### config.mk
export PLATFORM = sky130hd
export DESIGN_NAME = least_loaded_slot_allocator
export DESIGN_NICKNAME = d
export VERILOG_FILES = /design/src/rtl/core/lla_pkg.sv /design/src/rtl/core/lla_slot_bank.sv /design/src/rtl/core/lla_scan.sv /design/src/rtl/core/least_loaded_slot_allocator.sv
export SDC_FILE = /design/constraint.sdc
export NUM_CORES = 1
export LEC_CHECK = 0
export BUFFER_PORTS_ARGS = -buffer_cell sky130_fd_sc_hd__clkbuf_2
export CELL_PAD_IN_SITES_DETAIL_PLACEMENT = 0
export CELL_PAD_IN_SITES_GLOBAL_PLACEMENT = 2
export CORE_ASPECT_RATIO = 2
export CORE_MARGIN = 2
export CORE_UTILIZATION = 45
export CTS_BUF_LIST = sky130_fd_sc_hd__clkbuf_16
export DETAILED_ROUTE_END_ITERATION = 8
export HOLD_SLACK_MARGIN = 0.02
export PLACE_DENSITY_LB_ADDON = 0.05
export SLEW_MARGIN = 30
export SYNTH_ARGS = -nofsm -noshare
export SYNTH_HDL_FRONTEND = slang
export SYNTH_HIERARCHICAL = 1
export SYNTH_SLANG_ARGS = --single-unit
### constraint.sdc
create_clock -name i_clk -period 9.85 [get_ports i_clk]
set_input_delay 0.4925 -clock i_clk [delete_from_list [all_inputs] [get_ports i_clk]]
set_output_delay 0.4925 -clock i_clk [all_outputs]
set_load 0.005 [all_outputs]
### src/rtl/core/lla_pkg.sv
package lla_pkg;

    // sizes fixed by the item fields
    localparam int NUM_SLOTS_DEF = 4;
    localparam int KIND_W        = 8;
    localparam int CNT_W         = 16;
    localparam int FREE_W        = 18;
    localparam int PAUSE_W       = 3;
    localparam int GRANT_PORTS   = 4;

    localparam logic [PAUSE_W-1:0] PAUSE_RST = 3'd2;
    localparam logic [FREE_W-1:0]  FREE_MAX  = '1;

    typedef enum logic [1:0] {
        CMD_REQUEST = 2'd0,
        CMD_LOAD    = 2'd1,
        CMD_COMMIT  = 2'd2,
        CMD_NONE    = 2'd3
    } t_cmd;

    typedef enum logic [2:0] {
        ST_OK        = 3'd0,
        ST_ZERO      = 3'd1,
        ST_NOT_READY = 3'd2,
        ST_SHORT     = 3'd3,
        ST_FAULT     = 3'd4
    } t_status;

    typedef enum logic [2:0] {
        S_IDLE,
        S_SUM,
        S_CHECK,
        S_PICK,
        S_GRANT,
        S_SLOT_OP,
        S_DONE
    } t_state;

    typedef enum logic [1:0] {
        OP_NONE,
        OP_LOAD,
        OP_COMMIT,
        OP_RESERVE
    } t_bank_op;

    // one slot record as read from the bank
    typedef struct packed {
        logic [KIND_W-1:0] kind;
        logic [CNT_W-1:0]  stock;
        logic [CNT_W-1:0]  reserved;
        logic              fault;
    } t_slot;

    // write request to the bank
    typedef struct packed {
        t_bank_op          op;
        logic [KIND_W-1:0] kind;
        logic [CNT_W-1:0]  stock;
    } t_bank_wr;

    // sequencer controls for the scan unit
    typedef struct packed {
        logic clr_sum;
        logic sum_step;
        logic clr_pick;
        logic pick_step;
    } t_scan_ctl;

endpackage

### src/rtl/core/lla_slot_bank.sv
module lla_slot_bank #(
    parameter int NUM_SLOTS = lla_pkg::NUM_SLOTS_DEF,
    parameter int SW        = 2
) (
    input  logic             i_clk,
    input  logic             i_rst_n,
    input  logic [SW-1:0]    i_raddr,
    output lla_pkg::t_slot   o_rdata,
    input  logic [SW-1:0]    i_waddr,
    input  lla_pkg::t_bank_wr i_wr
);

    logic [lla_pkg::KIND_W-1:0] r_kind     [NUM_SLOTS];
    logic [lla_pkg::CNT_W-1:0]  r_stock    [NUM_SLOTS];
    logic [lla_pkg::CNT_W-1:0]  r_reserved [NUM_SLOTS];
    logic                       r_fault    [NUM_SLOTS];

    // single read port
    always_comb begin
        o_rdata.kind     = r_kind[i_raddr];
        o_rdata.stock    = r_stock[i_raddr];
        o_rdata.reserved = r_reserved[i_raddr];
        o_rdata.fault    = r_fault[i_raddr];
    end

    // single write port, one operation per cycle
    always_ff @(posedge i_clk) begin
        if (!i_rst_n) begin
            for (int s = 0; s < NUM_SLOTS; s++) begin
                r_kind[s]     <= '0;
                r_stock[s]    <= '0;
                r_reserved[s] <= '0;
                r_fault[s]    <= 1'b0;
            end
        end else begin
            case (i_wr.op)
                lla_pkg::OP_LOAD: begin
                    r_kind[i_waddr]     <= i_wr.kind;
                    r_stock[i_waddr]    <= i_wr.stock;
                    r_reserved[i_waddr] <= '0;
                    r_fault[i_waddr]    <= 1'b0;
                end
                lla_pkg::OP_COMMIT: begin
                    if (r_stock[i_waddr] != '0 && r_reserved[i_waddr] != '0) begin
                        r_stock[i_waddr]    <= r_stock[i_waddr] - 1'b1;
                        r_reserved[i_waddr] <= r_reserved[i_waddr] - 1'b1;
                    end else begin
                        r_fault[i_waddr] <= 1'b1;
                    end
                end
                lla_pkg::OP_RESERVE: begin
                    r_reserved[i_waddr] <= r_reserved[i_waddr] + 1'b1;
                end
                default: begin
                end
            endcase
        end
    end

endmodule

### src/rtl/core/lla_scan.sv
module lla_scan #(
    parameter int NUM_SLOTS = lla_pkg::NUM_SLOTS_DEF,
    parameter int SW        = 2,
    parameter int FW        = 18
) (
    input  logic                         i_clk,
    input  logic                         i_rst_n,
    input  lla_pkg::t_scan_ctl           i_ctl,
    input  logic [SW-1:0]                i_idx,
    input  lla_pkg::t_slot               i_slot,
    input  logic [lla_pkg::KIND_W-1:0]   i_kind,
    input  logic                         i_pause,
    input  logic [lla_pkg::PAUSE_W-1:0]  i_pause_first,
    output logic [FW-1:0]                o_free,
    output logic                         o_found,
    output logic [SW-1:0]                o_pick
);

    localparam int CW = (SW > lla_pkg::PAUSE_W) ? SW : lla_pkg::PAUSE_W;

    logic                      eligible;
    logic [FW-1:0]             r_free;
    logic                      r_found;
    logic                      r_any_res;
    logic [SW-1:0]             r_min_idx;
    logic [lla_pkg::CNT_W-1:0] r_min_val;
    logic [SW-1:0]             r_max_idx;
    logic [lla_pkg::CNT_W-1:0] r_max_val;

    // eligibility of the slot under the index
    assign eligible = (i_slot.kind == i_kind) && !i_slot.fault
                   && !(i_pause && (CW'(i_idx) >= CW'(i_pause_first)))
                   && (i_slot.stock > i_slot.reserved);

    // free stock accumulator
    always_ff @(posedge i_clk) begin
        if (i_ctl.clr_sum) begin
            r_free <= '0;
        end else if (i_ctl.sum_step && eligible) begin
            r_free <= r_free + FW'(i_slot.stock - i_slot.reserved);
        end
    end

    // least reserved and most stocked trackers, first index kept on ties
    always_ff @(posedge i_clk) begin
        if (!i_rst_n) begin
            r_found   <= 1'b0;
            r_any_res <= 1'b0;
        end else if (i_ctl.clr_pick) begin
            r_found   <= 1'b0;
            r_any_res <= 1'b0;
        end else if (i_ctl.pick_step && eligible) begin
            r_found <= 1'b1;
            if (i_slot.reserved != '0) begin
                r_any_res <= 1'b1;
            end
        end
    end

    always_ff @(posedge i_clk) begin
        if (i_ctl.pick_step && eligible) begin
            if (!r_found || i_slot.reserved < r_min_val) begin
                r_min_idx <= i_idx;
                r_min_val <= i_slot.reserved;
            end
            if (!r_found || i_slot.stock > r_max_val) begin
                r_max_idx <= i_idx;
                r_max_val <= i_slot.stock;
            end
        end
    end

    assign o_free  = r_free;
    assign o_found = r_found;
    assign o_pick  = r_any_res ? r_min_idx : r_max_idx;

endmodule

### src/rtl/core/least_loaded_slot_allocator.sv
// Least-loaded slot allocator for four supply slots.
// Command channel: an item is taken when start is high and busy is low; the
// command, slot, product type, unit count, hatch and pause inputs are sampled
// at that edge. busy stays high until the result has been shown.
// Result channel: o_strobe is high for exactly one cycle with status, the
// per-slot granted counts and the free total; the receiver cannot stall it.
// Configuration: i_cfg_valid / o_cfg_ready write the pause start slot; ready
// is high while the block is idle.
// Path from the accept edge to the strobe:
//   load, commit: via the slot operation state; unused code, slot out of
//   range, zero count or not ready: straight to the done state
// A request past the checks sums the free stock in one bank scan; each unit
// granted costs a scan of the shared compare unit plus a reservation write.
// busy falls the cycle after the strobe, so one item is in work at a time.
// Reset clears all slot records and sets the pause start to slot 2.
module least_loaded_slot_allocator #(
    parameter int NUM_SLOTS = lla_pkg::NUM_SLOTS_DEF
) (
    input  logic        i_clk,
    input  logic        i_rst_n,
    input  logic        start,
    output logic        busy,
    input  logic [1:0]  i_command,
    input  logic [1:0]  i_slot,
    input  logic [7:0]  i_product_type,
    input  logic [15:0] i_unit_count,
    input  logic        i_hatch_shut,
    input  logic        i_hatch_latched,
    input  logic        i_enable_dispense,
    input  logic        i_pause_upper,
    input  logic        i_cfg_valid,
    output logic        o_cfg_ready,
    input  logic [2:0]  i_cfg_data,
    output logic        o_strobe,
    output logic [2:0]  o_status,
    output logic [15:0] o_granted_slot0,
    output logic [15:0] o_granted_slot1,
    output logic [15:0] o_granted_slot2,
    output logic [15:0] o_granted_slot3,
    output logic [17:0] o_free_total
);

    localparam int SW    = (NUM_SLOTS > 1) ? $clog2(NUM_SLOTS) : 1;
    localparam int SUM_W = lla_pkg::CNT_W + SW;
    localparam int FW    = (SUM_W > lla_pkg::FREE_W) ? SUM_W : lla_pkg::FREE_W;
    localparam logic [SW-1:0] LAST_IDX = SW'(NUM_SLOTS - 1);

    lla_pkg::t_state  r_state, n_state;
    lla_pkg::t_cmd    r_cmd, n_cmd;
    lla_pkg::t_status r_status, n_status;

    logic [SW-1:0]                r_idx, n_idx;
    logic [lla_pkg::KIND_W-1:0]   r_kind, n_kind;
    logic [lla_pkg::CNT_W-1:0]    r_count, n_count;
    logic [lla_pkg::CNT_W-1:0]    r_left, n_left;
    logic                         r_pause, n_pause;
    logic [lla_pkg::PAUSE_W-1:0]  r_pause_first;
    logic [lla_pkg::FREE_W-1:0]   r_free_total, n_free_total;
    logic [lla_pkg::CNT_W-1:0]    r_granted [lla_pkg::GRANT_PORTS];
    logic [lla_pkg::CNT_W-1:0]    n_granted [lla_pkg::GRANT_PORTS];

    lla_pkg::t_slot     rdata;
    lla_pkg::t_bank_wr  wr;
    logic [SW-1:0]      waddr;
    lla_pkg::t_scan_ctl ctl;
    logic [FW-1:0]      scan_free;
    logic               scan_found;
    logic [SW-1:0]      scan_pick;

    lla_slot_bank #(
        .NUM_SLOTS (NUM_SLOTS),
        .SW        (SW)
    ) u_bank (
        .i_clk   (i_clk),
        .i_rst_n (i_rst_n),
        .i_raddr (r_idx),
        .o_rdata (rdata),
        .i_waddr (waddr),
        .i_wr    (wr)
    );

    lla_scan #(
        .NUM_SLOTS (NUM_SLOTS),
        .SW        (SW),
        .FW        (FW)
    ) u_scan (
        .i_clk         (i_clk),
        .i_rst_n       (i_rst_n),
        .i_ctl         (ctl),
        .i_idx         (r_idx),
        .i_slot        (rdata),
        .i_kind        (r_kind),
        .i_pause       (r_pause),
        .i_pause_first (r_pause_first),
        .o_free        (scan_free),
        .o_found       (scan_found),
        .o_pick        (scan_pick)
    );

    // sequencer: next state, datapath updates and unit controls
    always_comb begin
        n_state      = r_state;
        n_cmd        = r_cmd;
        n_status     = r_status;
        n_idx        = r_idx;
        n_kind       = r_kind;
        n_count      = r_count;
        n_left       = r_left;
        n_pause      = r_pause;
        n_free_total = r_free_total;
        for (int j = 0; j < lla_pkg::GRANT_PORTS; j++) begin
            n_granted[j] = r_granted[j];
        end
        ctl      = '0;
        wr.op    = lla_pkg::OP_NONE;
        wr.kind  = r_kind;
        wr.stock = r_count;
        waddr    = r_idx;

        case (r_state)
            lla_pkg::S_IDLE: begin
                if (start) begin
                    n_cmd        = lla_pkg::t_cmd'(i_command);
                    n_kind       = i_product_type;
                    n_count      = i_unit_count;
                    n_pause      = i_pause_upper;
                    n_status     = lla_pkg::ST_OK;
                    n_free_total = '0;
                    for (int j = 0; j < lla_pkg::GRANT_PORTS; j++) begin
                        n_granted[j] = '0;
                    end
                    case (lla_pkg::t_cmd'(i_command))
                        lla_pkg::CMD_REQUEST: begin
                            if (i_unit_count == '0) begin
                                n_status = lla_pkg::ST_ZERO;
                                n_state  = lla_pkg::S_DONE;
                            end else if (!(i_hatch_shut && i_hatch_latched
                                           && i_enable_dispense)) begin
                                n_status = lla_pkg::ST_NOT_READY;
                                n_state  = lla_pkg::S_DONE;
                            end else begin
                                n_idx       = '0;
                                ctl.clr_sum = 1'b1;
                                n_state     = lla_pkg::S_SUM;
                            end
                        end
                        lla_pkg::CMD_LOAD, lla_pkg::CMD_COMMIT: begin
                            if (32'(i_slot) < NUM_SLOTS) begin
                                n_idx   = SW'(i_slot);
                                n_state = lla_pkg::S_SLOT_OP;
                            end else begin
                                n_state = lla_pkg::S_DONE;
                            end
                        end
                        default: begin
                            n_state = lla_pkg::S_DONE;
                        end
                    endcase
                end
            end
            // sum free stock over eligible slots, one slot a cycle
            lla_pkg::S_SUM: begin
                ctl.sum_step = 1'b1;
                if (r_idx == LAST_IDX) begin
                    n_state = lla_pkg::S_CHECK;
                end else begin
                    n_idx = r_idx + 1'b1;
                end
            end
            lla_pkg::S_CHECK: begin
                n_free_total = (scan_free > FW'(lla_pkg::FREE_MAX)) ?
                               lla_pkg::FREE_MAX : scan_free[lla_pkg::FREE_W-1:0];
                if (FW'(r_count) > scan_free) begin
                    n_status = lla_pkg::ST_SHORT;
                    n_state  = lla_pkg::S_DONE;
                end else begin
                    n_left       = r_count;
                    n_idx        = '0;
                    ctl.clr_pick = 1'b1;
                    n_state      = lla_pkg::S_PICK;
                end
            end
            // choose a slot for one unit
            lla_pkg::S_PICK: begin
                ctl.pick_step = 1'b1;
                if (r_idx == LAST_IDX) begin
                    n_state = lla_pkg::S_GRANT;
                end else begin
                    n_idx = r_idx + 1'b1;
                end
            end
            // reserve the unit on the chosen slot
            lla_pkg::S_GRANT: begin
                if (!scan_found) begin
                    n_state = lla_pkg::S_DONE;
                end else begin
                    wr.op = lla_pkg::OP_RESERVE;
                    waddr = scan_pick;
                    for (int j = 0; j < lla_pkg::GRANT_PORTS; j++) begin
                        if (j < NUM_SLOTS && int'(scan_pick) == j) begin
                            n_granted[j] = r_granted[j] + 1'b1;
                        end
                    end
                    n_left = r_left - 1'b1;
                    if (r_left == lla_pkg::CNT_W'(1)) begin
                        n_state = lla_pkg::S_DONE;
                    end else begin
                        n_idx        = '0;
                        ctl.clr_pick = 1'b1;
                        n_state      = lla_pkg::S_PICK;
                    end
                end
            end
            // load or commit on the addressed slot
            lla_pkg::S_SLOT_OP: begin
                if (r_cmd == lla_pkg::CMD_LOAD) begin
                    wr.op = lla_pkg::OP_LOAD;
                end else begin
                    wr.op = lla_pkg::OP_COMMIT;
                    if (!(rdata.stock != '0 && rdata.reserved != '0)) begin
                        n_status = lla_pkg::ST_FAULT;
                    end
                end
                n_state = lla_pkg::S_DONE;
            end
            lla_pkg::S_DONE: begin
                n_state = lla_pkg::S_IDLE;
            end
            default: begin
                n_state = lla_pkg::S_IDLE;
            end
        endcase
    end

    // state register
    always_ff @(posedge i_clk) begin
        if (!i_rst_n) begin
            r_state <= lla_pkg::S_IDLE;
        end else begin
            r_state <= n_state;
        end
    end

    // configuration register
    always_ff @(posedge i_clk) begin
        if (!i_rst_n) begin
            r_pause_first <= lla_pkg::PAUSE_RST;
        end else if (i_cfg_valid && o_cfg_ready) begin
            r_pause_first <= i_cfg_data;
        end
    end

    // datapath registers
    always_ff @(posedge i_clk) begin
        r_cmd        <= n_cmd;
        r_status     <= n_status;
        r_idx        <= n_idx;
        r_kind       <= n_kind;
        r_count      <= n_count;
        r_left       <= n_left;
        r_pause      <= n_pause;
        r_free_total <= n_free_total;
        for (int j = 0; j < lla_pkg::GRANT_PORTS; j++) begin
            r_granted[j] <= n_granted[j];
        end
    end

    assign busy            = (r_state != lla_pkg::S_IDLE);
    assign o_cfg_ready     = (r_state == lla_pkg::S_IDLE);
    assign o_strobe        = (r_state == lla_pkg::S_DONE);
    assign o_status        = r_status;
    assign o_granted_slot0 = r_granted[0];
    assign o_granted_slot1 = r_granted[1];
    assign o_granted_slot2 = r_granted[2];
    assign o_granted_slot3 = r_granted[3];
    assign o_free_total    = r_free_total;

endmodule

# Word level (Yosys, flattened, before mapping)
# Memory sizes are Yosys's and may differ from the RTL's. A register that Yosys moved wholly into a read port is not among the register bits.
# Cells that the tools add are included.
[totals] word_cells=212 ff_bits=128 rom_bits=0 memories=5 latch_bits=0 ramBits=228 input_bits=39 output_inout_bits=88
[memory_table] name="r_granted" depth=4 width=16 read_ports=4 rd_clocked_by_memory_dff=0 write_ports=4 line="least_loaded_slot_allocator.sv:59" rtl="logic [lla_pkg::CNT_W-1:0] r_granted [lla_pkg::GRANT_PORTS];"
[memory_table] name="u_bank.r_reserved" depth=4 width=16 read_ports=2 rd_clocked_by_memory_dff=1 write_ports=4 line="lla_slot_bank.sv:15" rtl="logic [lla_pkg::CNT_W-1:0] r_reserved [NUM_SLOTS];"
[memory_table] name="u_bank.r_stock" depth=4 width=16 read_ports=2 rd_clocked_by_memory_dff=1 write_ports=4 line="lla_slot_bank.sv:14" rtl="logic [lla_pkg::CNT_W-1:0] r_stock [NUM_SLOTS];"
[memory_table] name="u_bank.r_kind" depth=4 width=8 read_ports=1 rd_clocked_by_memory_dff=1 write_ports=4 line="lla_slot_bank.sv:13" rtl="logic [lla_pkg::KIND_W-1:0] r_kind [NUM_SLOTS];"
[memory_table] name="u_bank.r_fault" depth=4 width=1 read_ports=1 rd_clocked_by_memory_dff=1 write_ports=4 line="lla_slot_bank.sv:16" rtl="logic r_fault [NUM_SLOTS];"
[op_classes] reduce_logical=45 n_eq_ne=31 addsub=11 bitwise=5 mux=92 div_mod_pow=0 n_mul=0 n_lt_le_gt_ge=6 shifts=0
[ops] cell="16-bit 2-to-1 mux" n=11
[ops] cell="64-bit 2-to-1 mux" n=2
[ops] cell="64-bit case mux with 2 select lines" n=1
[ops] cell="16-bit by 1-bit adder with 16-bit output (second input constant)" n=5
[ops] cell="16-bit nonzero test" n=4
[ops] cell="16-bit by 1-bit subtractor with 16-bit output (second input constant)" n=3
[ops] cell="2-bit 2-to-1 mux" n=23
[ops] cell="18-bit 2-to-1 mux" n=2
[ops] cell="3-bit 2-to-1 mux" n=12
[ops] cell="18-bit case mux with 2 select lines" n=1
[ops] cell="16-bit > comparator" n=2
[ops] cell="16-bit case mux with 2 select lines" n=1
[ops] cell="16-bit OR reduction" n=2
[ops] cell="1-bit 2-to-1 mux" n=31
[ops] cell="18-bit adder" n=1
[ops] cell="16-bit by 18-bit > comparator with 1-bit output" n=1
[ops] cell="18-bit > comparator (second input constant)" n=1
[ops] cell="2-bit inequality test (second input constant)" n=9
[ops] cell="3-bit case mux with 6 select lines" n=1
[ops] cell="16-bit by 16-bit subtractor with 17-bit output" n=1
[ops] cell="16-bit by 1-bit equality test with 1-bit output (second input constant)" n=1
[ops] cell="16-bit logical NOT" n=1
[ops] cell="16-bit < comparator" n=1
[ops] cell="2-bit equality test (second input constant)" n=6
[ops] cell="other kinds (33)" n=67

# Logic depth before layout (Yosys ltp)
# Gate-level depths: netlist of the first run.
# An unclocked memory read counts as a cell.
[depth] depth_word=14 depth_mapped=21 ltp_nobuf=19

# Cells and area by module
# The synthesis of the first run kept the hierarchy.
[modules_own_cells] module="lla_slot_bank" cells_per_inst=669 seq_area_each_um2=4894.7 n_inst=1 area_each_um2=9233.9
[modules_own_cells] module="least_loaded_slot_allocator" cells_per_inst=642 seq_area_each_um2=4023.9 n_inst=1 area_each_um2=7029.2
[modules_own_cells] module="lla_scan" cells_per_inst=474 seq_area_each_um2=1481.4 n_inst=1 area_each_um2=4405.5

# Worst setup path after synthesis of the first run
# OpenSTA, ideal clock, no wires.
[synth_path] kind="reg-to-reg" from="register r_idx[0]" to="register u_scan.r_max_idx[0] (enable)" path_slack_ns=4.946 synth_period_minus_slack_ns=4.904 required_ns=9.426 path_buffers=2 stages_incl_launch_ff=12 setup_time_ns=0.424 arrival_time_ns=4.480 path_cell_list="edfxtp_1 > clkbuf_1 > buf_1 > mux4_2 > ha_1 > nand4_2 > nand2b_4 > a211oi_2 > nand3b_1 > o311a_2 > nand2_1 > a221oi_1"
[synth_via] elab_chain_len=7
[synth_rtl] element="start: declaration" line="least_loaded_slot_allocator.sv:52" rtl="logic [SW-1:0] r_idx, n_idx;"
[synth_rtl] element="start signal: assignment" line="least_loaded_slot_allocator.sv:257" rtl="r_idx <= n_idx;"
[synth_rtl] element="2-bit by 3-bit greater-or-equal comparator with 1-bit output" line="lla_scan.sv:32" rtl="&& !(i_pause && (CW'(i_idx) >= CW'(i_pause_first)))"
[synth_rtl] element="1-bit logical AND" line="lla_scan.sv:32"
[synth_rtl] element="1-bit logical NOT" line="lla_scan.sv:32"
[synth_rtl] element="1-bit logical AND" line="lla_scan.sv:32"
[synth_rtl] element="1-bit logical AND" line="lla_scan.sv:33" rtl="&& (i_slot.stock > i_slot.reserved);"
[synth_rtl] element="1-bit logical AND" line="lla_scan.sv:61" rtl="if (i_ctl.pick_step && eligible) begin"
[synth_rtl] element="2-bit AND reduction (no line)"
[synth_rtl] element="end signal: assignment" line="lla_scan.sv:67" rtl="r_max_idx <= i_idx;"
[synth_rtl] element="end: declaration" line="lla_scan.sv:27" rtl="logic [SW-1:0] r_max_idx;"
# No other way between the ends.
# A chain may end at the register's enable or synchronous reset.

==> out/results.txt, run 1 <==
Post-DRT Antenna Nets -> 0
WP data required -> 10.12 ns
final hold vios -> 0
VDD IR-drop max -> 0.216 mV
setup violators final -> 0
final worst path period share -> 0.703
Skew-Pair Late Insertion Delay -> 0.54 ns
Placer Congestion -> 0.903
post-synth top area cell -> edfxtp_1
crit-path most repeated cell -> buf_4
crit-path cells -> nor3b_2 -> nand2_1 -> mux2_2 -> buf_4 -> mux4_1 -> nor3_2 -> and2_1 -> a32oi_4 -> buf_4 -> a21boi_4 -> o21ai_2 -> buf_4
Top-Level Pins -> 127
CTS tree -> done
Post-route DRC -> 0
ys flop type -> edfxtp_1
antenna cells -> 0
Post-synth EDFFs -> 327
XOR/XNOR share of the synthesized area -> 0.0576
minimum setup slack among reg-to-reg paths -> 2.92 ns
pre-CTS setup slack -> 2.78 ns
Hold-fix buffers, CTS -> 0
TritonCTS Buffers -> 36
top-count cell post-synth -> edfxtp_1
Initial Utilization -> 0.454
mux contribution to synthesized area -> 0.0887
Worst Setup Start Kind -> flip-flop
drt initial violations -> 1,056
Crit Path Max Fanout -> 25
synth top area cells -> edfxtp_1 48%, mux4_2 6.8%, ha_1 5.8%
syn_area_per_cell -> 11.6 um2
total global routing overflow -> 0
PwrDens -> 344 nW/um2
core area -> 45,600 um2
# rows -> 111
Max Cap Violations -> 0
Crit. End Element -> flip-flop
postcts setup bufs -> 0
Adder-Cell Fraction of Synth Area -> 0.0594
mapped cell area -> 20,700 um2
status -> finished clean
Synth Area in Compound Gates -> 0.0889
critical path class -> reg2reg
Die H -> 307 um
Overall Power -> 7.97 mW
Ys Warns -> 6
first-pass iteration count of the detailed router -> 5
Area Overhead vs Synth -> 12.0%
clk sinks -> 356
Yosys top cell area share -> 0.475
critical path arrival -> 7.20 ns
Simple-Gate Fraction of Synth Area -> 0.159
Clock transition at path regs -> 0.07 ns
Pins Over Slew Limit -> 0
unrepaired setup endpoints after global routing -> no
Mapped Nets -> 1,921
Resize count post-CTS -> 0
share of cells above drive strength 1 -> 0.176
largest family of logic cells by synthesized area -> simple AND/OR/NAND/NOR gates
number of global-route vias before repair -> 14,800
GRT Util Overall -> 0.235
P_leak -> 8.85 nW
Die X -> 156 um
Fmax achieved -> 144 MHz
synthesized instance count -> 1,785
routed wire length -> 55,800 um
Synth top cells by count -> 327 x edfxtp_1, 157 x nor2_1, 123 x inv_1
register bit total from synthesis -> 356
DR vias/cell -> 5.86
Final Worst Setup Slack -> 2.92 ns
post-synthesis sequential area ratio -> 0.503
global-route wire length before repair -> 86,000 um
pin count of the biggest net entering global routing -> 85
die area -> 47,800 um2
post-DP HPWL -> 40,800 um
fin nets -> 2,032
via count -> 14,600
ys async rst share -> 0
Clock Skews -> 0.0241 ns
Root Buffer Master -> clkbuf_16
Top Family by Delay on Critical Path -> simple AND/OR/NAND/NOR gates
Clock Path Buffers -> 3
Worst Max-Slew Pin Slew -> 0.969 ns
Buffers on Ports -> 126
setup_tns -> 0 ns
slowest CP cell -> dfxtp_1
Worst Path Buf+Inv -> 3
slowest stage delay, CP -> 0.92 ns
Rel. slew slack -> 0.354
wire per inst -> 22.4 um
Synth cell types -> 95
H-Tree Level Count -> 2
Final min period -> 6.93 ns
initial antenna violation count -> 0
Hold Path Class -> in2reg
Final Hold Slack -> 0.143 ns
==> kinds of logic (layout without fill, tap and decap cells) <==
family          after synthesis  count (layout)
xor+xnor                    136             136
simple gates                626             626
fa+ha+maj                    97              97
buf+inv                     205             344
compound gates              277             277
mux                          88              88
flops                       356             356
==> registers in the layout, summed over array words and instances, names as in the netlist, 16 cells and up <==
register           flops
u_scan/o_free         18
u_bank/r_stock        64
o_free_total          18
r_count               16
u_scan/r_min_val      16
r_left                16
u_scan/r_max_val      16
r_granted             64
u_bank/r_reserved     64
u_bank/r_kind         32
==> worst reg2reg max path, stage by stage (launching register included) <==
cell,delay [ns]
dfxtp_1,0.92
nor3b_2,0.78
nand2_1,0.35
mux2_2,0.72
buf_4,0.51
mux4_1,0.71
nor3_2,0.58
and2_1,0.26
a32oi_4,0.27
buf_4,0.32
a21boi_4,0.59
o21ai_2,0.36
buf_4,0.29
==> cells in the final DEF, fill, tap and decap left out, types with 11 or more instances in the layout <==
| master | n |
|---|---|
| and3_1 | 14 |
| nor2_1 | 157 |
| a21o_1 | 15 |
| buf_4 | 28 |
| clkbuf_2 | 126 |
| nand2_1 | 97 |
| a211oi_1 | 16 |
| nand4_1 | 30 |
| or3_1 | 13 |
| inv_1 | 131 |
| and2_1 | 46 |
| ha_1 | 95 |
| xor2_1 | 74 |
| dfxtp_1 | 29 |
| mux4_2 | 62 |
| o21ai_0 | 44 |
| nor4_1 | 35 |
| nand2b_1 | 20 |
| nand3_1 | 51 |
| edfxtp_1 | 327 |
| a21oi_1 | 78 |
| xnor2_1 | 62 |
| clkbuf_16 | 38 |
| nor2b_1 | 11 |
| nor3_1 | 86 |
| o21ai_1 | 13 |
| a32oi_1 | 23 |
==> layer usage <==
| metal | track usage | wire length [um] |
|---|---|---|
| met5 | 0 | 0 |
| met2 | 0.390 | 27100 |
| met4 | 0.0873 | 2070 |
| met3 | 0.0364 | 2810 |
| met1 | 0.310 | 23800 |
==> final cells by class <==
| type | count | area (um2) |
|---|---|---|
| Inverter | 123 | 462 |
| Clock inverter | 28 | 320 |
| Fill cell | 4074 | 22400 |
| Tap cell | 565 | 707 |
| Multi-Input combinational cell | 1224 | 9460 |
| Sequential cell | 356 | 10400 |
| Timing Repair Buffer | 155 | 856 |
| Clock buffer | 38 | 951 |
==> metrics by stage <==
stage | area (um2) | std cells | util
6_report | 23200 | 2489 | 0.508
3_5_place_dp | 21900 | 2423 | 0.480
2_1_floorplan | 20700 | 1785 | -
5_1_grt | 23200 | 2489 | 0.508
3_3_place_gp | 21800 | 2422 | 0.479
4_1_cts | 23100 | 2489 | 0.508
==> power by group <==
group | internal (mW) | switching, mW | leakage, nW
sequential | 2.04 | 0.304 | 3.48
clock | 0.885 | 0.598 | 0.645
combinational | 1.65 | 2.49 | 4.73
total | 4.58 | 3.39 | 8.85
==> final timing paths <==
path	depth (start not counted)	endpoint	start
setup / recovery	12	u_bank/r_reserved[2][4]$_SDFFCE_PN0P_	r_state[2]$_SDFFE_PN0P_
hold reg to reg	2	u_bank/r_fault[1]$_DFF_P_	u_bank/r_fault[1]$_DFF_P_
setup reg to reg	12	u_bank/r_reserved[2][4]$_SDFFCE_PN0P_	r_state[2]$_SDFFE_PN0P_
hold / removal	1	r_kind[5]$_DFFE_PP_	i_product_type[5]
Power figures use the tool's default switching activity.
==> run 2, diff against run 1 <==
Settings changed: ABC_AREA set to 1, CORE_UTILIZATION 45 to 34.
Clock period 9.85 ns to 5.6 ns, I/O delays scaled along.
==> out/results.txt, run 2 <==
synth top area cells -> edfxtp_1 45%, nand2_1 11%, inv_1 7.2%
# rows -> 131 (+18%)
P_sw -> 8.74 mW (+160%)
Clk pwr share -> 0.145 (-0.041)
fillers -> 6,692 (+64%)
top flop regs -> r_granted x64, u_bank/r_reserved x64, u_bank/r_stock x64
multi-input logic area -> 9410 um2 (-0.54%)
setup violators final -> 0 (unchanged)
final instance area -> 25,100 um2 (+8.4%)
Die H -> 362 um (+18%)
Overall Power -> 17.2 mW (+120%)
ys async rst share -> 0 (unchanged)
register bit total from synthesis -> 356 (unchanged)
Root Buffer Master -> clkbuf_16
Net Sw Frac -> 0.508 (+0.0824)
fin nets -> 3,043 (+50%)
Worst Setup Start Kind -> flip-flop
global-route wire length before repair -> 116,000 um (+35%)
pin count of the biggest net entering global routing -> 56 (-34%)
leading cell type in the layout, fill and taps excluded -> nand2_1
Post-route DRC -> 0 (unchanged)
Fmax achieved -> 192 MHz (+33%)
Gate power share -> 0.603 (+0.083)
post-DP HPWL -> 62,000 um (+52%)
Ys Warns -> 6 (unchanged)
Post-DRT Antenna Nets -> 0 (unchanged)
Synth cell types -> 48 (-49%)
Mapped Nets -> 2,859 (+49%)
final hold vios -> 0 (unchanged)
VDD IR-drop max -> 0.358 mV (+66%)
first-pass iteration count of the detailed router -> 5 (unchanged)
Post-synth EDFFs -> 327 (unchanged)
GRT Util Overall -> 0.238 (+0.00302)
wire per inst -> 21.1 um (-5.8%)
Die X -> 183 um (+18%)
TritonCTS Buffers -> 39 (+8.3%)
share of cells above drive strength 1 -> 0.113 (-0.0630)
clk sinks -> 356 (unchanged)
Yosys top cell area share -> 0.450 (-0.0247)
final core utilization -> 0.395 (-0.114)
drt initial violations -> 881 (-17%)
initial antenna violation count -> 0 (unchanged)
ys flop type -> edfxtp_1
area of placed instances -> 23,600 um2 (+7.9%)
register area -> 10,400 um2 (unchanged)
Buffers on Ports -> 126 (unchanged)
post-synthesis sequential area ratio -> 0.477 (-0.0262)
PwrDens -> 686 nW/um2 (+99%)
final worst path period share -> 0.928 (+0.225)
Rel. slew slack -> 0.329 (-0.0246)
total global routing overflow -> 0 (unchanged)
number of global-route vias before repair -> 18,900 (+28%)
Worst Max-Slew Pin Slew -> 1.01 ns (+0.0370 ns)
core area -> 63,600 um2 (+40%)
top-count cell post-synth -> nand2_1
Clock transition at path regs -> 0.06 ns (about the same)
routed wire length -> 78,900 um (+41%)
Area Overhead vs Synth -> 15.1%
synthesized instance count -> 2,723 (+53%)
unrepaired setup endpoints after global routing -> no
post-synth top area cell -> edfxtp_1
P_leak -> 11.3 nW (+27%)
Seq pwr share -> 0.252 (-0.042)
H-Tree Level Count -> 2 (unchanged)
Skew-Pair Late Insertion Delay -> 0.58 ns (+0.04 ns)
mapped cell area -> 21,800 um2 (+5.5%)
Clock Path Buffers -> 3 (unchanged)
critical path arrival -> 5.68 ns (-1.52 ns)
Top-Level Pins -> 127 (unchanged)
Placer Congestion -> 0.897 (-0.62%)
CTS tree -> done
postcts setup bufs -> 0 (unchanged)
Initial Utilization -> 0.343 (-0.111)
Clock Skews -> 0.0383 ns (+0.0142 ns)
Crit. End Element -> flip-flop
antenna cells -> 0 (unchanged)
Synth top cells by count -> 621 x nand2_1, 420 x inv_1, 388 x nor2_1
syn_area_per_cell -> 8.01 um2 (-31%)
WP data required -> 6.08 ns (-4.04 ns)
Pins Over Slew Limit -> 0 (unchanged)
Crit Path Max Fanout -> 48 (+92%)
status -> finished clean
Hold Path Class -> in2reg
Final min period -> 5.20 ns (-1.73 ns)
critical path class -> reg2reg
Int Pwr -> 8.47 mW (+85%)
Max Cap Violations -> 0 (unchanged)
die area -> 66,300 um2 (+39%)
most frequent cells in the layout -> 621 x nand2_1, 432 x inv_1, 387 x nor2_1
DR vias/cell -> 4.95 (-16%)
via count -> 18,500 (+27%)
==> run 2: cell types whose count changed after synthesis, sizes merged, moves of 44 or more <==
cell / previous run / this run
o21ai: 64 / 139
inv: 123 / 430
mux4: 73 / 0
xnor2: 62 / 18
nand3: 52 / 155
nor2: 159 / 407
and2: 47 / 0
nor3: 92 / 40
a21oi: 83 / 214
nand2: 99 / 640
==> run 2: layout make-up <==
| type | count | share of cell area |
|---|---|---|
| Clock buffer | 39 | 0.0389 |
| Clock inverter | 33 | 0.00867 |
| Inverter | 433 | 0.0652 |
| Multi-Input combinational cell | 1855 | 0.375 |
| Sequential cell | 356 | 0.414 |
| Tap cell | 798 | 0.0398 |
| Timing Repair Buffer | 222 | 0.0582 |
==> run 2: path summary, 6_finish.rpt <==
kind                                      start                             end  slack (ns)  depth (start not counted)
hold reg to reg   r_pause_first[2]$_SDFFE_PN0P_   r_pause_first[2]$_SDFFE_PN0P_        0.47                          2
setup / recovery             r_idx[0]$_DFFE_PP_  u_scan/o_free[17]$_SDFFE_PP0P_        0.40                         24
setup reg to reg             r_idx[0]$_DFFE_PP_  u_scan/o_free[17]$_SDFFE_PP0P_        0.40                         24
hold / removal                     i_command[0]              r_cmd[0]$_DFFE_PP_        0.05                          1
==> run 2: worst max-delay path, cell delays in order, from the launching register on <==
cell,delay (ns)
edfxtp_1,0.43
clkbuf_8,0.41
o21ai_0,0.21
o22ai_1,0.44
inv_1,0.16
ha_1,0.27
fa_1,0.43
inv_1,0.07
nand3_1,0.06
nand2_1,0.15
nand2_1,0.07
nand2_1,0.15
a21oi_1,0.12
o21ai_0,0.33
xor2_1,0.31
ha_1,0.36
a21oi_1,0.29
o21ai_0,0.22
nand2_1,0.12
nand2_1,0.05
a21oi_1,0.11
nand3_1,0.07
nand2_1,0.06
nand2_1,0.05
a21oi_1,0.12
==> run 2: power groups by stage <==
stage          combinational, mW  sequential [mW]  clock [mW]
3_3_place_gp                10.5             4.38           0
5_1_grt                     11.6             4.42        2.67
4_1_cts                     10.6             4.34        2.59
3_5_place_dp                10.5             4.39           0
2_1_floorplan               6.83             4.23           0
6_report                    10.4             4.33        2.50
==> run 2: what timing repair did <==
item                                    in CTS  in global routing
cloned                                       0                  0
endpoints found under the hold margin       28                  0
hold buffers                                28                  0
pin swaps                                    0                  0
resized for setup                            2                  7
endpoints found under the setup margin       1                  3
==> run 2: through the flow <==
step / worst slack, ns / setup TNS [ns] / hold slack, ns / cells
2_1_floorplan: 1.30 / 0 / 0.364 / 2723
3_3_place_gp: -0.0336 / -0.0336 / 0.457 / 3635
3_5_place_dp: -0.0193 / -0.0193 / 0.460 / 3636
4_1_cts: 0.137 / 0 / 0.0273 / 3736
5_1_grt: 0.00502 / 0 / 0.0435 / 3736
6_report: 0.403 / 0 / 0.0469 / 3736
==> run 2: kinds of logic after synthesis <==
| kind of cell | Yosys count | share of synthesized area |
|---|---|---|
| compound gates | 400 | 0.0965 |
| flops | 356 | 0.477 |
| xor+xnor | 53 | 0.0213 |
| buf+inv | 512 | 0.0958 |
| fa+ha+maj | 97 | 0.0564 |
| simple gates | 1305 | 0.253 |
==> run 2: per-layer routing <==
layer | routed length (um) | vias to the layer above | share of wire | global-route usage
met1 | 26900 | 8718 | 0.34 | 0.226
met4 | 4190 | 0 | 0.053 | 0.118
met3 | 2190 | 132 | 0.028 | 0.0215
li1 | - | 9253 | - | -
met5 | 0 | - | 0 | 0
met2 | 45700 | 379 | 0.58 | 0.492
==> run 3, diff against run 2 <==
Settings changed: MAX_ROUTING_LAYER set to met4, RECOVER_POWER set to 25, SLEW_MARGIN 30 to 20.
==> out/results.txt, run 3 (synthesis results as in run 2) <==
via count -> 18,700 (+1.1%)
Top Family by Delay on Critical Path -> compound AO/OA/AOI/OAI gates
Die H -> 362 um (unchanged)
Placer Congestion -> 0.870 (-3.1%)
GRT Util Overall -> 0.246 (+0.00796)
Hold Path Class -> in2reg
Buffers on Ports -> 126 (unchanged)
slowest CP cell -> inv_2
Clock transition at path regs -> 0.06 ns (about the same)
top flop regs -> r_granted x64, u_bank/r_reserved x64, u_bank/r_stock x64
# rows -> 131 (unchanged)
Clock Skews -> 0.0216 ns (-0.0167 ns)
Final Hold Slack -> 0.0544 ns (+0.00750 ns)
critical path arrival -> 5.68 ns (about the same)
Top-Level Pins -> 127 (unchanged)
leading cell type in the layout, fill and taps excluded -> nand2_1
Fmax achieved -> 193 MHz (about the same)
Final Worst Setup Slack -> 0.407 ns (+0.00386 ns)
Overall Power -> 17.3 mW (+0.76%)
fin cells -> 3,731 (-0.13%)
slowest stage delay, CP -> 0.53 ns (+0.09 ns)
Clock Path Buffers -> 3 (unchanged)
initial antenna violation count -> 0 (unchanged)
pin count of the biggest net entering global routing -> 60 (+7.1%)
Post-route DRC -> 0 (unchanged)
Initial Utilization -> 0.343 (unchanged)
critical path class -> reg2reg
pre-CTS setup slack -> 0.0677 ns (+0.0870 ns)
crit-path most repeated cell -> a21oi_1
Int Pwr -> 8.59 mW (+1.5%)
WHS Path Cells -> 4 (+3)
total global routing overflow -> 0 (unchanged)
area of placed instances -> 23,500 um2 (-0.30%)
PwrDens -> 693 nW/um2 (+1.1%)
placed instance count -> 3,631 (-0.14%)
H-Tree Level Count -> 2 (unchanged)
Skew-Pair Late Insertion Delay -> 0.57 ns (about the same)
unrepaired setup endpoints after global routing -> no
Worst Setup Start Kind -> flip-flop
DR vias/cell -> 5.01 (+1.2%)
Final min period -> 5.19 ns (-0.00386 ns)
drt initial violations -> 1,075 (+22%)
failing checks -> max-capacitance violations, max-slew violations
number of global-route vias before repair -> 18,800 (-0.69%)
Gate power share -> 0.596 (-0.007)
Root Buffer Master -> clkbuf_16
setup_tns -> 0 ns (unchanged)
final hold vios -> 0 (unchanged)
Net Sw Frac -> 0.504 (-0.00341)
VDD IR-drop max -> 0.417 mV (+16%)
setup violators final -> 0 (unchanged)
crit-path cells -> inv_2 -> buf_4 -> a21oi_1 -> a21oi_1 -> inv_1 -> ha_1 -> nand2_1 -> inv_1 -> a21oi_1 -> nand3_2 -> a21oi_1 -> nor2_1 -> nor2_1 -> xor2_1 -> ha_1 -> nand2_1 -> inv_1 -> a21oi_1 -> nand2_1 -> a21oi_1 -> nand3_1 -> nand2_1 -> nand2_1 -> a21oi_1
final worst path period share -> 0.927 (about the same)
first-pass iteration count of the detailed router -> 5 (unchanged)
post-DP HPWL -> 61,300 um (-1.1%)
Worst Path Buf+Inv -> 5 (+2)
P_leak -> 11.1 nW (-1.9%)
postcts setup bufs -> 0 (unchanged)
routed wire length -> 79,200 um (+0.36%)
clk sinks -> 356 (unchanged)
P_sw -> 8.75 mW (about the same)
Seq pwr share -> 0.249 (-0.003)
final core utilization -> 0.393 (-0.00116)
share of cells above drive strength 1 -> 0.0866 (-0.0261)
Worst Max-Slew Pin Slew -> 2.91 ns (+1.91 ns)
Post-DRT Antenna Nets -> 0 (unchanged)
TritonCTS Buffers -> 38 (-2.6%)
fin nets -> 3,040 (-0.099%)
WP data required -> 6.09 ns (about the same)
r2r worst-path depth -> 24 (unchanged)
Crit. path cell count -> 24 (unchanged)
Max Cap Violations -> 2 (+2)
core area -> 63,600 um2 (unchanged)
global-route wire length before repair -> 117,000 um (+0.52%)
CTS tree -> done
Rel. slew slack -> -0.942 (-1.27)
final instance area -> 25,000 um2 (-0.29%)
Crit Path Max Fanout -> 31 (-35%)
most frequent cells in the layout -> 621 x nand2_1, 426 x inv_1, 390 x nor2_1
Crit. End Element -> flip-flop
Pins Over Slew Limit -> 103 (+103)
die area -> 66,300 um2 (unchanged)
status -> complete, but fails checks
antenna cells -> 0 (unchanged)
wire per inst -> 21.2 um (+0.50%)
Die X -> 183 um (unchanged)
Area Overhead vs Synth -> 14.8%
Clk pwr share -> 0.155 (+0.010)
## run 3: cell types whose count changed in the layout (fill, tap and decap cells not counted), moves of 3 or more
cell and delta:
inv_1 -6, clkbuf_1 +70, clkinv_2 +3, o21ai_0 +3
nor2_4 -3, a21oi_4 -3, bufinv_16 +4, buf_4 -7
o21ai_1 -3, clkbuf_2 -67, nor2_1 +3
## run 3: final cells by class
cell class / count / area (um2)
clock buffers: 39 / 976
flip-flops and latches: 356 / 10400
clock inverters: 30 / 307
well taps: 798 / 998
fillers: 6694 / 38600
inverters: 433 / 1630
multi-input cells: 1855 / 9360
repair buffers: 220 / 1350
## run 3: worst register-to-register path, cell delays in order (launching register included)
cell      delay, ns
edfxtp_1       0.40
inv_2          0.53
buf_4          0.33
a21oi_1        0.06
a21oi_1        0.47
inv_1          0.29
ha_1           0.45
nand2_1        0.12
inv_1          0.04
a21oi_1        0.17
nand3_2        0.19
a21oi_1        0.27
nor2_1         0.06
nor2_1         0.11
xor2_1         0.40
ha_1           0.39
nand2_1        0.13
inv_1          0.05
a21oi_1        0.18
nand2_1        0.07
a21oi_1        0.11
nand3_1        0.07
nand2_1        0.06
nand2_1        0.04
a21oi_1        0.13
## run 3: layer usage
metal  part of all wire  track usage
met4              0.052        0.115
met1               0.35        0.231
met3              0.028       0.0200
met5                  0            -
met2               0.57        0.491
## run 3: power groups by stage
stage / combinational [mW] / clock (mW) / sequential [mW]
final: 10.3 / 2.70 / 4.31
after global routing: 11.6 / 2.85 / 4.40
after CTS: 10.5 / 2.78 / 4.33
after detailed placement: 10.4 / 0 / 4.38
after global placement: 10.5 / 0 / 4.37
after floorplan: 6.83 / 0 / 4.23
## run 3: path summary, 6_finish.rpt
path                            slack (ns)                              to                           from
worst max register to register        0.41  u_scan/o_free[17]$_SDFFE_PP0P_             r_idx[1]$_DFFE_PP_
worst max-delay path                  0.41  u_scan/o_free[17]$_SDFFE_PP0P_             r_idx[1]$_DFFE_PP_
worst min register to register        0.48   r_pause_first[1]$_SDFFE_PN1P_  r_pause_first[1]$_SDFFE_PN1P_
worst min-delay path                  0.05   r_pause_first[0]$_SDFFE_PN0P_                    i_cfg_valid
## run 3: what timing repair did
item,CTS,global route
gates resized for setup,0,6
setup endpoints to repair,0,5
hold endpoints to repair,30,0
hold buffers,30,0
